--- src/sv/otlp_pkg.sv ---
`timescale 1ns / 1ps
// Shared types and constants of the offset table with linear probing.
// Used by the channel payloads, the controller, the datapath and the modulo unit.
package otlp_pkg;

    localparam int KEY_W    = 32;
    localparam int ORD_W    = 8;
    localparam int TAG_W    = 64;
    localparam int EXT_W    = 24;
    localparam int ADDR_W   = 64;
    localparam int OFF_W    = 32;
    localparam int STAT_W   = 3;
    localparam int PRB_W    = 9;
    localparam int TOT_W    = 31;
    localparam int SRCH_W   = 9;
    localparam int OP_W     = 2;
    localparam int KIND_W   = 2;

    // Configuration register widths
    localparam int SHIFT_W  = 4;
    localparam int SLOTS_W  = 5;
    localparam int BASE_W   = 6;
    localparam int CFG_IDX_W  = 2;
    localparam int CFG_DATA_W = 6;

    // Slot counts and probe counts never exceed the slots_in_use range
    localparam int CNT_W    = SLOTS_W;
    localparam logic [SLOTS_W-1:0] SLOTS_RESET = 5'd16;

    // Sum of running total, extension and base fits in one 32-bit word
    localparam int SUM_W    = 32;

    // Remainder unit: one 4-bit digit of the key per cycle
    localparam int MOD_DIGIT = 4;
    localparam int MOD_STEPS = KEY_W / MOD_DIGIT;
    localparam int MOD_CNT_W = $clog2(MOD_STEPS);

    localparam logic [OP_W-1:0] OP_CLEAR  = 2'd0;
    localparam logic [OP_W-1:0] OP_INSERT = 2'd1;
    localparam logic [OP_W-1:0] OP_LOOKUP = 2'd2;
    localparam logic [OP_W-1:0] OP_NONE   = 2'd3;

    localparam logic [STAT_W-1:0] ST_OK       = 3'd0;
    localparam logic [STAT_W-1:0] ST_NOTFOUND = 3'd1;
    localparam logic [STAT_W-1:0] ST_FULL     = 3'd2;
    localparam logic [STAT_W-1:0] ST_OVERFLOW = 3'd3;
    localparam logic [STAT_W-1:0] ST_RANGE    = 3'd4;

    localparam logic [CFG_IDX_W-1:0] REG_HASH_MODE = 2'd0;
    localparam logic [CFG_IDX_W-1:0] REG_ID_SHIFT  = 2'd1;
    localparam logic [CFG_IDX_W-1:0] REG_SLOTS     = 2'd2;
    localparam logic [CFG_IDX_W-1:0] REG_BASE      = 2'd3;

    // What the result carries besides status
    localparam logic [KIND_W-1:0] KIND_NONE = 2'd0;
    localparam logic [KIND_W-1:0] KIND_HIT  = 2'd1;
    localparam logic [KIND_W-1:0] KIND_INS  = 2'd2;

    typedef struct packed {
        logic [OP_W-1:0]   op;
        logic [KEY_W-1:0]  key_id;
        logic [ORD_W-1:0]  slot_order;
        logic [TAG_W-1:0]  type_tag;
        logic [EXT_W-1:0]  ext_size;
        logic [ADDR_W-1:0] obj_address;
    } t_in_item;

    typedef struct packed {
        logic [STAT_W-1:0]       status;
        logic signed [OFF_W-1:0] offset;
        logic [ADDR_W-1:0]       address;
        logic [PRB_W-1:0]        probes;
        logic [TOT_W-1:0]        total_size;
        logic [SRCH_W-1:0]       search_length;
    } t_out_item;

    typedef struct packed {
        logic [CFG_IDX_W-1:0]  addr;
        logic [CFG_DATA_W-1:0] wdata;
    } t_cfg_item;

    typedef struct packed {
        logic              load;
        logic              mod_start;
        logic              pos_order;
        logic              pos_mod;
        logic              count;
        logic              advance;
        logic              read;
        logic              commit;
        logic              clear;
        logic              finish;
        logic [STAT_W-1:0] res_status;
        logic [KIND_W-1:0] res_kind;
    } t_dp_cmd;

    typedef struct packed {
        logic [OP_W-1:0] op;
        logic            hash_mode;
        logic            order_ok;
        logic            mod_done;
        logic            slot_free;
        logic            tag_match;
        logic            ins_last;
        logic            lk_last;
        logic            overflow;
        logic            out_free;
    } t_dp_sts;

endpackage

--- src/sv/otlp_chan_if.sv ---
`timescale 1ns / 1ps
// Valid/ready channel carrying one payload item per handshake.
// The payload type comes from otlp_pkg at the point of instantiation.
interface otlp_chan_if #(parameter type t_payload = logic) ();
    logic     valid;
    logic     ready;
    t_payload data;

    modport source (output valid, output data, input ready);
    modport sink   (input valid, input data, output ready);
endinterface

--- src/sv/otlp_mod.sv ---
`timescale 1ns / 1ps
// Remainder unit: key mod slot count, restoring, one 4-bit digit per cycle.
// Depends on otlp_pkg for widths.
module otlp_mod import otlp_pkg::*; (
    input  logic               i_clk,
    input  logic               i_rst_n,
    input  logic               i_start,
    input  logic [KEY_W-1:0]   i_value,
    input  logic [CNT_W-1:0]   i_div,
    output logic               o_done,
    output logic [CNT_W-1:0]   o_rem
);

    logic                 r_busy;
    logic                 r_done;
    logic [MOD_CNT_W-1:0] r_cnt;
    logic [KEY_W-1:0]     r_div;
    logic [CNT_W-1:0]     r_rem;
    logic [CNT_W-1:0]     n_rem;

    always_comb begin
        logic [CNT_W:0]     t;
        logic [CNT_W-1:0]   rv;
        logic [MOD_DIGIT-1:0] dig;
        dig = r_div[KEY_W-1 -: MOD_DIGIT];
        rv = r_rem;
        for (int i = 0; i < MOD_DIGIT; i++) begin
            t = {rv, dig[MOD_DIGIT-1-i]};
            if (t >= {1'b0, i_div}) begin
                t = t - {1'b0, i_div};
            end
            rv = t[CNT_W-1:0];
        end
        n_rem = rv;
    end

    always_ff @(posedge i_clk) begin
        if (!i_rst_n) begin
            r_busy <= 1'b0;
            r_done <= 1'b0;
        end else if (i_start) begin
            r_busy <= 1'b1;
            r_done <= 1'b0;
        end else if (r_busy) begin
            if (r_cnt == MOD_CNT_W'(MOD_STEPS - 1)) begin
                r_busy <= 1'b0;
                r_done <= 1'b1;
            end
        end else begin
            r_done <= 1'b0;
        end
    end

    always_ff @(posedge i_clk) begin
        if (i_start) begin
            r_div <= i_value;
            r_rem <= '0;
            r_cnt <= '0;
        end else if (r_busy) begin
            r_div <= r_div << MOD_DIGIT;
            r_rem <= n_rem;
            r_cnt <= r_cnt + MOD_CNT_W'(1);
        end
    end

    assign o_done = r_done;
    assign o_rem  = r_rem;

endmodule

--- src/sv/otlp_dp.sv ---
`timescale 1ns / 1ps
// Datapath: configuration registers, item registers, tag/offset memory,
// valid bits, running size, longest probe and the result register.
// Depends on otlp_pkg and otlp_mod; driven by otlp_ctrl commands.
module otlp_dp import otlp_pkg::*; #(
    parameter int TABLE_DEPTH = 16
) (
    input  logic      i_clk,
    input  logic      i_rst_n,
    input  t_in_item  i_item,
    input  logic      i_cfg_we,
    input  t_cfg_item i_cfg,
    input  t_dp_cmd   i_cmd,
    output t_dp_sts   o_sts,
    output logic      o_out_valid,
    input  logic      i_out_ready,
    output t_out_item o_out_item
);

    localparam int IDX_W = (TABLE_DEPTH > 1) ? $clog2(TABLE_DEPTH) : 1;
    localparam logic [PRB_W-1:0] DEPTH_N = PRB_W'(TABLE_DEPTH);

    // Configuration
    logic               r_hash_mode;
    logic [SHIFT_W-1:0] r_id_shift;
    logic [SLOTS_W-1:0] r_slots;
    logic [BASE_W-1:0]  r_base;

    // Item under work
    logic [OP_W-1:0]   r_op;
    logic [KEY_W-1:0]  r_key;
    logic [ORD_W-1:0]  r_order;
    logic [TAG_W-1:0]  r_tag;
    logic [ADDR_W-1:0] r_obj;
    logic [SUM_W-1:0]  r_new_total;

    // Table state
    logic [TABLE_DEPTH-1:0] r_valid;
    logic [TAG_W+OFF_W-1:0] mem [TABLE_DEPTH];
    logic [TAG_W+OFF_W-1:0] r_rd;
    logic                   r_rd_valid;
    logic [TOT_W-1:0]       r_size_total;
    logic [CNT_W-1:0]       r_max_probe;
    logic [IDX_W-1:0]       r_pos;
    logic [CNT_W-1:0]       r_probes;

    logic                   r_out_valid;
    t_out_item              r_out;

    logic [CNT_W-1:0]  slot_n;
    logic [CNT_W-1:0]  lk_limit;
    logic [SUM_W-1:0]  need_sum;
    logic [OFF_W-1:0]  ins_off;
    logic [OFF_W-1:0]  rd_off;
    logic [TOT_W-1:0]  n_size_total;
    logic [CNT_W-1:0]  n_max_probe;
    logic              mod_done;
    logic [CNT_W-1:0]  mod_rem;
    t_out_item         n_out;

    // Clamp the slot count to 1 .. TABLE_DEPTH
    always_comb begin
        if (r_slots == '0) begin
            slot_n = CNT_W'(1);
        end else if (PRB_W'(r_slots) > DEPTH_N) begin
            slot_n = CNT_W'(DEPTH_N);
        end else begin
            slot_n = r_slots;
        end
    end

    assign lk_limit = !r_hash_mode ? CNT_W'(1) :
                      (r_max_probe < slot_n) ? r_max_probe : slot_n;
    assign need_sum = r_new_total + SUM_W'(r_base);
    assign ins_off  = OFF_W'(SUM_W'(0) - need_sum);
    assign rd_off   = r_rd[OFF_W-1:0];

    otlp_mod u_mod (
        .i_clk   (i_clk),
        .i_rst_n (i_rst_n),
        .i_start (i_cmd.mod_start),
        .i_value (r_key >> r_id_shift),
        .i_div   (slot_n),
        .o_done  (mod_done),
        .o_rem   (mod_rem)
    );

    always_ff @(posedge i_clk) begin
        if (!i_rst_n) begin
            r_hash_mode <= 1'b0;
            r_id_shift  <= '0;
            r_slots     <= SLOTS_RESET;
            r_base      <= '0;
        end else if (i_cfg_we) begin
            unique case (i_cfg.addr)
                REG_HASH_MODE: r_hash_mode <= i_cfg.wdata[0];
                REG_ID_SHIFT:  r_id_shift  <= i_cfg.wdata[SHIFT_W-1:0];
                REG_SLOTS:     r_slots     <= i_cfg.wdata[SLOTS_W-1:0];
                REG_BASE:      r_base      <= i_cfg.wdata[BASE_W-1:0];
                default: ;
            endcase
        end
    end

    always_ff @(posedge i_clk) begin
        if (i_cmd.load) begin
            r_op        <= i_item.op;
            r_key       <= i_item.key_id;
            r_order     <= i_item.slot_order;
            r_tag       <= i_item.type_tag;
            r_obj       <= i_item.obj_address;
            r_new_total <= SUM_W'(r_size_total) + SUM_W'(i_item.ext_size);
        end
    end

    // Probe position and probe count
    always_ff @(posedge i_clk) begin
        if (i_cmd.pos_order) begin
            r_pos <= IDX_W'(r_order);
        end else if (i_cmd.pos_mod) begin
            r_pos <= IDX_W'(mod_rem);
        end else if (i_cmd.advance) begin
            if (PRB_W'(r_pos) + PRB_W'(1) == PRB_W'(slot_n)) begin
                r_pos <= '0;
            end else begin
                r_pos <= r_pos + IDX_W'(1);
            end
        end
        if (i_cmd.load) begin
            r_probes <= '0;
        end else if (i_cmd.count) begin
            r_probes <= r_probes + CNT_W'(1);
        end
    end

    always_ff @(posedge i_clk) begin
        if (i_cmd.commit) begin
            mem[r_pos] <= {r_tag, ins_off};
        end
        if (i_cmd.read) begin
            r_rd       <= mem[r_pos];
            r_rd_valid <= r_valid[r_pos];
        end
    end

    always_comb begin
        n_size_total = r_size_total;
        n_max_probe  = r_max_probe;
        if (i_cmd.clear) begin
            n_size_total = '0;
            n_max_probe  = CNT_W'(1);
        end else if (i_cmd.commit) begin
            n_size_total = r_new_total[TOT_W-1:0];
            if (r_hash_mode && r_probes > r_max_probe) begin
                n_max_probe = r_probes;
            end
        end
    end

    always_ff @(posedge i_clk) begin
        if (!i_rst_n) begin
            r_valid      <= '0;
            r_size_total <= '0;
            r_max_probe  <= CNT_W'(1);
        end else begin
            if (i_cmd.clear) begin
                r_valid <= '0;
            end else if (i_cmd.commit) begin
                r_valid[r_pos] <= 1'b1;
            end
            r_size_total <= n_size_total;
            r_max_probe  <= n_max_probe;
        end
    end

    // Result assembly
    always_comb begin
        n_out               = '0;
        n_out.status        = i_cmd.res_status;
        n_out.probes        = PRB_W'(r_probes);
        n_out.total_size    = n_size_total;
        n_out.search_length = SRCH_W'(n_max_probe);
        unique case (i_cmd.res_kind)
            KIND_HIT: begin
                n_out.offset  = rd_off;
                n_out.address = r_obj + {{(ADDR_W-OFF_W){rd_off[OFF_W-1]}}, rd_off};
            end
            KIND_INS: n_out.offset = ins_off;
            default: ;
        endcase
    end

    always_ff @(posedge i_clk) begin
        if (!i_rst_n) begin
            r_out_valid <= 1'b0;
        end else if (i_cmd.finish) begin
            r_out_valid <= 1'b1;
        end else if (i_out_ready) begin
            r_out_valid <= 1'b0;
        end
    end

    always_ff @(posedge i_clk) begin
        if (i_cmd.finish) begin
            r_out <= n_out;
        end
    end

    assign o_sts.op        = r_op;
    assign o_sts.hash_mode = r_hash_mode;
    assign o_sts.order_ok  = PRB_W'(r_order) < PRB_W'(slot_n);
    assign o_sts.mod_done  = mod_done;
    assign o_sts.slot_free = !r_valid[r_pos];
    assign o_sts.tag_match = r_rd_valid && (r_rd[TAG_W+OFF_W-1:OFF_W] == r_tag);
    assign o_sts.ins_last  = (r_probes + CNT_W'(1)) == slot_n;
    assign o_sts.lk_last   = r_probes == lk_limit;
    assign o_sts.overflow  = need_sum[SUM_W-1];
    assign o_sts.out_free  = !r_out_valid || i_out_ready;

    assign o_out_valid = r_out_valid;
    assign o_out_item  = r_out;

`ifndef ASSERT_OFF
    a_finish_room: assert property (@(posedge i_clk) disable iff (!i_rst_n)
        i_cmd.finish |-> (!r_out_valid || i_out_ready))
        else $error("result loaded over an untaken item");
    a_clear_empties: assert property (@(posedge i_clk) disable iff (!i_rst_n)
        i_cmd.clear |=> (r_valid == '0 && r_size_total == '0))
        else $error("clear left occupied slots or size");
    a_max_probe_nz: assert property (@(posedge i_clk) disable iff (!i_rst_n)
        r_max_probe != '0)
        else $error("longest probe dropped to zero");
`endif

endmodule

--- src/sv/otlp_ctrl.sv ---
`timescale 1ns / 1ps
// Controller: sequences decode, remainder, probing, commit, clear and result load.
// Depends on otlp_pkg; talks to otlp_dp through t_dp_cmd and t_dp_sts.
module otlp_ctrl import otlp_pkg::*; (
    input  logic    i_clk,
    input  logic    i_rst_n,
    input  logic    i_in_valid,
    output logic    o_in_ready,
    input  t_dp_sts i_sts,
    output t_dp_cmd o_cmd
);

    localparam logic [3:0] S_IDLE    = 4'd0;
    localparam logic [3:0] S_DEC     = 4'd1;
    localparam logic [3:0] S_MOD     = 4'd2;
    localparam logic [3:0] S_INS_CHK = 4'd3;
    localparam logic [3:0] S_LK_RD   = 4'd4;
    localparam logic [3:0] S_LK_CHK  = 4'd5;
    localparam logic [3:0] S_COMMIT  = 4'd6;
    localparam logic [3:0] S_CLEAR   = 4'd7;
    localparam logic [3:0] S_FIN     = 4'd8;

    logic [3:0]        r_state, n_state;
    logic [STAT_W-1:0] r_code, n_code;
    logic [KIND_W-1:0] r_kind, n_kind;

    always_comb begin
        n_state = r_state;
        n_code  = r_code;
        n_kind  = r_kind;
        o_cmd   = '0;
        o_in_ready = 1'b0;
        unique case (r_state)
            S_IDLE: begin
                // Take nothing while reset is held
                o_in_ready = i_rst_n;
                if (i_in_valid && i_rst_n) begin
                    o_cmd.load = 1'b1;
                    n_state    = S_DEC;
                end
            end
            S_DEC: begin
                unique case (i_sts.op)
                    OP_CLEAR: n_state = S_CLEAR;
                    OP_NONE: begin
                        n_code  = ST_OK;
                        n_kind  = KIND_NONE;
                        n_state = S_FIN;
                    end
                    OP_INSERT, OP_LOOKUP: begin
                        priority if (i_sts.hash_mode) begin
                            o_cmd.mod_start = 1'b1;
                            n_state = S_MOD;
                        end else if (!i_sts.order_ok) begin
                            n_code  = ST_RANGE;
                            n_kind  = KIND_NONE;
                            n_state = S_FIN;
                        end else if (i_sts.op == OP_INSERT) begin
                            o_cmd.pos_order = 1'b1;
                            o_cmd.count     = 1'b1;
                            n_state = S_COMMIT;
                        end else begin
                            o_cmd.pos_order = 1'b1;
                            n_state = S_LK_RD;
                        end
                    end
                endcase
            end
            S_MOD: begin
                if (i_sts.mod_done) begin
                    o_cmd.pos_mod = 1'b1;
                    n_state = (i_sts.op == OP_INSERT) ? S_INS_CHK : S_LK_RD;
                end
            end
            S_INS_CHK: begin
                o_cmd.count = 1'b1;
                priority if (i_sts.slot_free) begin
                    n_state = S_COMMIT;
                end else if (i_sts.ins_last) begin
                    n_code  = ST_FULL;
                    n_kind  = KIND_NONE;
                    n_state = S_FIN;
                end else begin
                    o_cmd.advance = 1'b1;
                end
            end
            S_LK_RD: begin
                o_cmd.read  = 1'b1;
                o_cmd.count = 1'b1;
                n_state = S_LK_CHK;
            end
            S_LK_CHK: begin
                priority if (i_sts.tag_match) begin
                    n_code  = ST_OK;
                    n_kind  = KIND_HIT;
                    n_state = S_FIN;
                end else if (i_sts.lk_last) begin
                    n_code  = ST_NOTFOUND;
                    n_kind  = KIND_NONE;
                    n_state = S_FIN;
                end else begin
                    o_cmd.advance = 1'b1;
                    n_state = S_LK_RD;
                end
            end
            S_COMMIT: begin
                // Store and report in the same cycle, so wait for room first
                if (i_sts.out_free) begin
                    o_cmd.finish = 1'b1;
                    if (i_sts.overflow) begin
                        o_cmd.res_status = ST_OVERFLOW;
                        o_cmd.res_kind   = KIND_NONE;
                    end else begin
                        o_cmd.commit     = 1'b1;
                        o_cmd.res_status = ST_OK;
                        o_cmd.res_kind   = KIND_INS;
                    end
                    n_state = S_IDLE;
                end
            end
            S_CLEAR: begin
                if (i_sts.out_free) begin
                    o_cmd.clear      = 1'b1;
                    o_cmd.finish     = 1'b1;
                    o_cmd.res_status = ST_OK;
                    o_cmd.res_kind   = KIND_NONE;
                    n_state = S_IDLE;
                end
            end
            S_FIN: begin
                if (i_sts.out_free) begin
                    o_cmd.finish     = 1'b1;
                    o_cmd.res_status = r_code;
                    o_cmd.res_kind   = r_kind;
                    n_state = S_IDLE;
                end
            end
            default: n_state = S_IDLE;
        endcase
    end

    always_ff @(posedge i_clk) begin
        if (!i_rst_n) begin
            r_state <= S_IDLE;
        end else begin
            r_state <= n_state;
        end
    end

    always_ff @(posedge i_clk) begin
        r_code <= n_code;
        r_kind <= n_kind;
    end

`ifndef ASSERT_OFF
    a_accept_decodes: assert property (@(posedge i_clk) disable iff (!i_rst_n)
        (r_state == S_IDLE && i_in_valid) |=> (r_state == S_DEC))
        else $error("accepted item not decoded");
    a_commit_fits: assert property (@(posedge i_clk) disable iff (!i_rst_n)
        o_cmd.commit |-> (!i_sts.overflow && o_cmd.finish))
        else $error("insert stored without a clean result");
    a_ready_idle: assert property (@(posedge i_clk) disable iff (!i_rst_n)
        o_in_ready |-> (r_state == S_IDLE))
        else $error("input taken outside idle");
`endif

endmodule

--- src/sv/offset_table_linear_probe.sv ---
`timescale 1ns / 1ps
// Offset table with linear probing; one item in work, input taken only in idle.
// Clear, unused op, range error: decode, load result. Ordered insert: decode, commit.
// Ordered lookup: decode, read, check. Hash ops form the home slot in the remainder
// unit, then check each insert probe, or read and check each lookup probe. Next item
// taken in the cycle after the result loads; an untaken result stalls the last step.
// Sync active-low reset empties the table, zeroes size, sets longest probe to 1.
module offset_table_linear_probe import otlp_pkg::*; #(
    parameter int TABLE_DEPTH = 16
) (
    input  logic          i_clk,
    input  logic          i_rst_n,
    otlp_chan_if.sink     i_in,
    otlp_chan_if.source   o_out,
    otlp_chan_if.sink     i_cfg
);

    t_dp_cmd   cmd;
    t_dp_sts   sts;
    logic      in_ready;
    logic      out_valid;
    t_out_item out_item;

    assign i_in.ready  = in_ready;
    assign i_cfg.ready = i_rst_n;
    assign o_out.valid = out_valid;
    assign o_out.data  = out_item;

    otlp_ctrl u_ctrl (
        .i_clk      (i_clk),
        .i_rst_n    (i_rst_n),
        .i_in_valid (i_in.valid),
        .o_in_ready (in_ready),
        .i_sts      (sts),
        .o_cmd      (cmd)
    );

    otlp_dp #(
        .TABLE_DEPTH (TABLE_DEPTH)
    ) u_dp (
        .i_clk       (i_clk),
        .i_rst_n     (i_rst_n),
        .i_item      (i_in.data),
        .i_cfg_we    (i_cfg.valid),
        .i_cfg       (i_cfg.data),
        .i_cmd       (cmd),
        .o_sts       (sts),
        .o_out_valid (out_valid),
        .i_out_ready (o_out.ready),
        .o_out_item  (out_item)
    );

endmodule

--- src/flat_wrapper.sv ---
// flat-port wrapper written by rule: the top's interface ports become plain ports
module offset_table_linear_probe_flat import otlp_pkg::*;
#(
    parameter int TABLE_DEPTH = 16
)
  (i_clk, i_rst_n, i_in_valid, i_in_data, i_in_ready, o_out_valid, o_out_data, o_out_ready, i_cfg_valid, i_cfg_data, i_cfg_ready);
  otlp_chan_if #(.t_payload(t_in_item)) i_in_i ();
  otlp_chan_if #(.t_payload(t_out_item)) o_out_i ();
  otlp_chan_if #(.t_payload(t_cfg_item)) i_cfg_i ();
  input  logic i_clk;
  input  logic i_rst_n;
  input wire logic [$bits(i_in_i.valid)-1:0] i_in_valid;
  input wire logic [$bits(i_in_i.data)-1:0] i_in_data;
  output wire logic [$bits(i_in_i.ready)-1:0] i_in_ready;
  output wire logic [$bits(o_out_i.valid)-1:0] o_out_valid;
  output wire logic [$bits(o_out_i.data)-1:0] o_out_data;
  input wire logic [$bits(o_out_i.ready)-1:0] o_out_ready;
  input wire logic [$bits(i_cfg_i.valid)-1:0] i_cfg_valid;
  input wire logic [$bits(i_cfg_i.data)-1:0] i_cfg_data;
  output wire logic [$bits(i_cfg_i.ready)-1:0] i_cfg_ready;
  assign i_in_i.valid = i_in_valid;
  assign i_in_i.data = i_in_data;
  assign i_in_ready = i_in_i.ready;
  assign o_out_valid = o_out_i.valid;
  assign o_out_data = o_out_i.data;
  assign o_out_i.ready = o_out_ready;
  assign i_cfg_i.valid = i_cfg_valid;
  assign i_cfg_i.data = i_cfg_data;
  assign i_cfg_ready = i_cfg_i.ready;
  offset_table_linear_probe #(.TABLE_DEPTH(TABLE_DEPTH)) u_core (.i_clk(i_clk), .i_rst_n(i_rst_n), .i_in(i_in_i), .o_out(o_out_i), .i_cfg(i_cfg_i));
endmodule
--- config.mk ---
export PLATFORM = sky130hd
export DESIGN_NAME = offset_table_linear_probe_flat
export DESIGN_NICKNAME = d
export VERILOG_FILES = /design/src/sv/otlp_pkg.sv /design/src/sv/otlp_chan_if.sv /design/src/sv/otlp_mod.sv /design/src/sv/otlp_dp.sv /design/src/sv/otlp_ctrl.sv /design/src/sv/offset_table_linear_probe.sv /design/src/flat_wrapper.sv
export SDC_FILE = /design/constraint.sdc
export NUM_CORES = 2
export LEC_CHECK = 0
export ABC_AREA = 1
export BUFFER_PORTS_ARGS = -buffer_cell sky130_fd_sc_hd__clkbuf_2
export CAP_MARGIN = 20
export CORE_MARGIN = 1
export CORE_UTILIZATION = 39
export CTS_BUF_LIST = sky130_fd_sc_hd__clkbuf_16
export DETAILED_ROUTE_END_ITERATION = 10
export SETUP_SLACK_MARGIN = 0.1
export SLEW_MARGIN = 0
export SYNTH_ARGS = -nofsm -noshare
export SYNTH_HDL_FRONTEND = slang
export SYNTH_SLANG_ARGS = --single-unit
--- constraint.sdc ---
create_clock -name i_clk -period 17 [get_ports i_clk]
set_input_delay 3.4 -clock i_clk [delete_from_list [all_inputs] [get_ports i_clk]]
set_output_delay 3.4 -clock i_clk [all_outputs]
set_load 0.02 [all_outputs]
Word-level counts from Yosys, hierarchy flattened. Memories as Yosys holds them, arrays and structs flattened. A register that Yosys moved wholly into a read port is not among the register bits. Index checks and enable logic that the tools add are counted. Widths: inputs -> output; s select.

Add/subtract/negate cells: 12. Magnitude comparators: 10. Equal/unequal tests: 31. Shifts and indexed selects: 1. Multiplexer cells: 90. Bitwise gates (word level): 3. Reduce and logical (&&, ||, !) cells: 25.

Operators by type and width (number): $add 64x64->64 (1); $eq 64x64->1 (1); $mux 32 (2); $pmux 32 s2 (1); $mux 31 (2); $mux 4 (14); $mux 5 (11); $add 31x24->32 (1); $add 32x6->32 (1); $shr 32x4->32 (1); $sub 1x32->32 const A (1); $mux 1 (30); $pmux 4 s7 (1); $ge 6x5->1 (4); $mux 3 (7); $sub 5x5->5 (4); $mux 2 (9); $pmux 6 s3 (1); $eq 4x3->1 const B (4); $or 16x16->16 (1); $eq 5x5->1 (3); $mux 6 (2); $pmux 4 s3 (1); $eq 2x2->1 const B (5); other kinds (42) (64).

Register bits after elaboration: 472. RAM bits: 1536. Input bits: 207. Output and inout bits: 151. Logic and storage cells: 204. Memories: 1.

Memories: u_core.u_dp.mem (words 16, width 96, rd ports 1, clocked after memory_dff 1, write ports 1, line otlp_dp.sv:39) `logic [TAG_W+OFF_W-1:0] mem [TABLE_DEPTH];`.

Depth between registers and ports, before layout.
Depth in word-level cells: 13. Depth in mapped cells: 42. Gate-level depth less buffers: 42.

By module. A second synthesis with hierarchy kept.

Cell total of the unflattened synthesis: 7850. Area total of the unflattened synthesis: 90010.1 um2.

By module, submodules not included: otlp_dp (times used 1, cells each 7341, area an instance 86206.4 um2); otlp_mod (times used 1, cells each 367, area an instance 2914.0 um2); otlp_ctrl (times used 1, cells each 141, area an instance 882.1 um2); offset_table_linear_probe (times used 1, cells each 1, area an instance 7.5 um2).

Least setup slack after synthesis. No wires, ideal clock.

Path type: in2reg. Start: in o_out_ready. End: reg u_core.u_dp.r_out (netlist bit u_core.u_dp.o_out_item[0]) (enable). Arrival: 9.280 ns. Data required time: 16.359 ns. Setup slack: 7.079 ns. Stages: 2. Path buffers: 0. Path through: nor2_1 -> nor2_1.

RTL lines: start: declaration (line flat_wrapper.sv:17) `input wire logic [$bits(o_out_i.ready)-1:0] o_out_ready;`; end signal: assignment (line otlp_dp.sv:205) `r_out <= n_out;`; end: declaration (line otlp_dp.sv:48) `t_out_item r_out;`.

Worst setup path after layout.
Start: in i_rst_n. End: out i_in_ready.

Longest elaborated chain between the ends: 1.

Ends and longest elaborated chain: start: declaration (line flat_wrapper.sv:11) `input logic i_rst_n;`; $mux 1 (line otlp_ctrl.sv:33) `unique case (r_state)`; end: declaration (line flat_wrapper.sv:14) `output wire logic [$bits(i_in_i.ready)-1:0] i_in_ready;`.

Every way passes these cells.

==> out/results.ini <==
[pwr]
total_power_mw=12.98
ir_drop_mv=0.1806
power_per_cell_area_mw_per_mm2=127.7
power.static_leakage_nw=35.67

[sta]
min_period_over_period_pct=46.72
layout_min_cycle_time_ns=7.943
fin_skew_ns=0.1043
rsz0062_at_grt=no
slew_violations=0
fmax_mhz=125.9
finalSetupViolCount=0
hold_viol=0
tns_ns=0
slew_headroom_pct=23.55
worst_pin_slew_ns=1.147

[synth]
syn_inst=7854
synth_edf_count=2015
synth_cell_type_count=58
synth-seq-area-share_pct=69.23
synth_area_mm2=0.08994
synthArstFlopShare_pct=0
ys_seq_elements=2103
ys.warnings.count=0
synth.avg_cell_area_um2=11.45
synth_flop_cell=edfxtp_1

[clock_tree]
path_clk_slew_ns=0.07
htreeDepth=4
clkLatencyLatePin_ns=0.90
cts_hold_buffers=0
numCtsBuffers=218
cts_sinks=2103
cts_resized=0
postCtsSetupBuffers=0
cts_max_path_buffers=3
cts_tree=yes
root_buffer=clkbuf_16

[floorplan]
core_mm2=0.2284
die_x_um=482.2
dieHeight_um=482.2
rows=175
die_area_mm2=0.2325
initial_utilization_pct=39.38
ioPinCount=358

[global_routing]
grt_overflow=0
grt_max_degree=213
grt_pass1_wl_um=370500
grt_use_total_pct=20.99
grt_antenna_before_repair=9
grt_pass1_vias=59297

[drt]
vias=60913
drt-initial-drc-count=5177
totalWireLength_um=249900
post_drt_via_cell_ratio=5.381
dr.pass1.iters=6
drc_errors=0
wl_per_cell_um=22.08
ant_nets=0

[setup_path]
rr_worst_depth=39
setup.worst_path.end=i_in_ready
reg2reg_from=u_core.u_dp.r_slots[1]
cp_max_fo=42
cp-end-kind=output port
r2r-end=u_core.u_dp.u_mod.o_rem[1]
r2r_slack_ns=9.58
crit_path_start_kind=input pin
critPathRequiredTime_ns=13.60
startpoint=i_rst_n
cp.arrival_ns=4.54
criticalPathCategory=in -> out

[placed_design]
dp_cells=10913
hpwl_um=148000
place_congestion=0.9379
port_buffers=349

[final_layout]
layout.cells.non_filler=11321
syn2layout_area_growth_pct=13.05
drive_above_1_share_pct=9.999
n_fill_cell=20897
fin_nets=8480

[hold_path]
worstHoldStart=u_core.u_dp.r_valid[12]
min_path_type=reg -> reg

[run_status]
status=finished, final reports clean

[run]
cap_violations=0

[kinds of logic (layout without fill, tap and decap cells)]
group | count (synthesis) | count (layout) | synth area share, %
simple gates | 2756 | 2756 | 12.60
flops | 2103 | 2103 | 69.23
compound gates | 1827 | 1827 | 11.11
buf+inv | 917 | 1367 | 3.905
fa+ha+maj | 146 | 146 | 2.089
xor+xnor | 101 | 101 | 1.034
mux | 3 | 3 | 0.03339
other cells | 1 | 9 | 0.004169
[layer usage]
layer	part of all wire (%)	GRT usage, %
met3	5.9	3.041
met1	43	28.13
met4	2.7	6.263
met5	0.024	0
met2	48	35.25
[worst max-delay path, cell delays in order]
cell and delay [ns]:
clkbuf_2 0.32, clkinv_1 0.11, buf_4 0.31, nor2_1 0.21, clkbuf_2 0.19
[final cells by class]
| class | count | area (um2) | share of cell area, % |
|---|---|---|---|
| sequential | 2103 | 62270 | 61.24 |
| clock inverter | 185 | 1408 | 1.384 |
| tap | 3009 | 3765 | 3.703 |
| timing repair buffer | 422 | 2385 | 2.345 |
| clock buffer | 219 | 5480 | 5.390 |
| antenna | 1 | 2.502 | 0.002461 |
| multi-input combinational | 4841 | 24230 | 23.83 |
| inverter | 541 | 2136 | 2.101 |
[registers in the layout (all words and copies together) (netlist names), 6 cells and up]
register	cells
u_core.u_dp.r_obj	64
u_core.u_dp.r_new_total	32
u_core.u_dp.r_key	32
u_core.u_dp.r_order	8
u_core.u_dp.r_base	6
u_core.u_dp.o_out_item	140
u_core.u_dp.r_size_total	31
u_core.u_dp.r_tag	64
u_core.u_dp.mem	1536
u_core.u_dp.r_valid	16
u_core.u_dp.r_rd	96
u_core.u_dp.u_mod.r_div	32
[where the power goes]
group | internal, mW | switching, mW
Clock | 2.53 | 2.06
Combinational | 0.658 | 1.48
Sequential | 6.03 | 0.224
[how the worst min path moves through the flow]
stage	slack (ns)	depth (start not counted)	endpoint
2_1_floorplan	0.43	2	u_core.u_dp.u_mod.o_rem[4]
3_3_place_gp	0.44	2	u_core.u_dp.r_valid[0]
3_5_place_dp	0.44	2	u_core.u_dp.r_valid[12]
4_1_cts	0.45	2	u_core.u_dp.r_valid[12]
5_1_grt	0.47	2	u_core.u_dp.r_valid[5]
6_report	0.45	2	u_core.u_dp.r_valid[12]
[layout by cell type, fill, tap and decap left out, types with 8 or more instances in the layout]
master     synthesis  layout
or2_2             12      12
o221ai_1          18      18
clkbuf_16          0     219
inv_6              0      21
clkinv_2           0      44
a31oi_1           24      24
dfxtp_1           88      88
clkinv_16          0       9
a21oi_1          274     274
nand2_2           12      13
nor2_2            15      15
xnor2_1           44      44
o21ai_1           15      15
nand3_1          183     183
nand3b_1           8       8
nor3_1            59      59
and2_1            12      12
nand2_1         1183    1182
conb_1             1       8
o21a_1            18      18
o21ai_0         1011    1011
nand4_1          134     134
bufinv_16          0      12
o22ai_1          392     392
ha_1             139     138
clkbuf_2           0     349
xor2_1            51      51
buf_4             11      67
inv_2             10      10
o211ai_1          21      21
o21bai_1          13      13
clkinv_1          13      67
inv_1            518     546
nor4_1            10       9
edfxtp_1        2015    2015
nor2_1          1104    1099
a21o_1            10      10
[stage by stage]
step | hold WS [ns] | setup WS [ns] | utilization (%) | instance area [um2]
floorplan | 0.4268 | 7.079 | - | 89970
global placement | 0.4388 | 9.021 | 41.48 | 94720
detailed placement | 0.4414 | 9.017 | 41.48 | 94730
CTS | 0.4517 | 9.018 | 44.49 | 101600
global route | 0.4715 | 8.788 | 44.52 | 101700
finish | 0.4480 | 9.057 | 44.52 | 101700
[cell usage after synthesis, drive strengths merged, types with 13 or more instances]
cell | count | area share, %
a21oi | 276 | 1.5
a31oi | 24 | 0.17
buf | 40 | 0.24
clkbuf | 336 | 1.4
clkinv | 13 | 0.054
dfxtp | 88 | 2.0
edfxtp | 2015 | 67
ha | 139 | 1.9
inv | 528 | 2.2
nand2 | 1197 | 5.0
nand3 | 190 | 1.1
nand4 | 134 | 0.93
nor2 | 1122 | 4.8
nor3 | 66 | 0.41
o211ai | 21 | 0.18
o21a | 18 | 0.15
o21ai | 1026 | 5.7
o21bai | 13 | 0.11
o221ai | 18 | 0.18
o22ai | 392 | 2.7
xnor2 | 45 | 0.45
xor2 | 56 | 0.59
No activity file was read; power rests on OpenSTA's default activity.
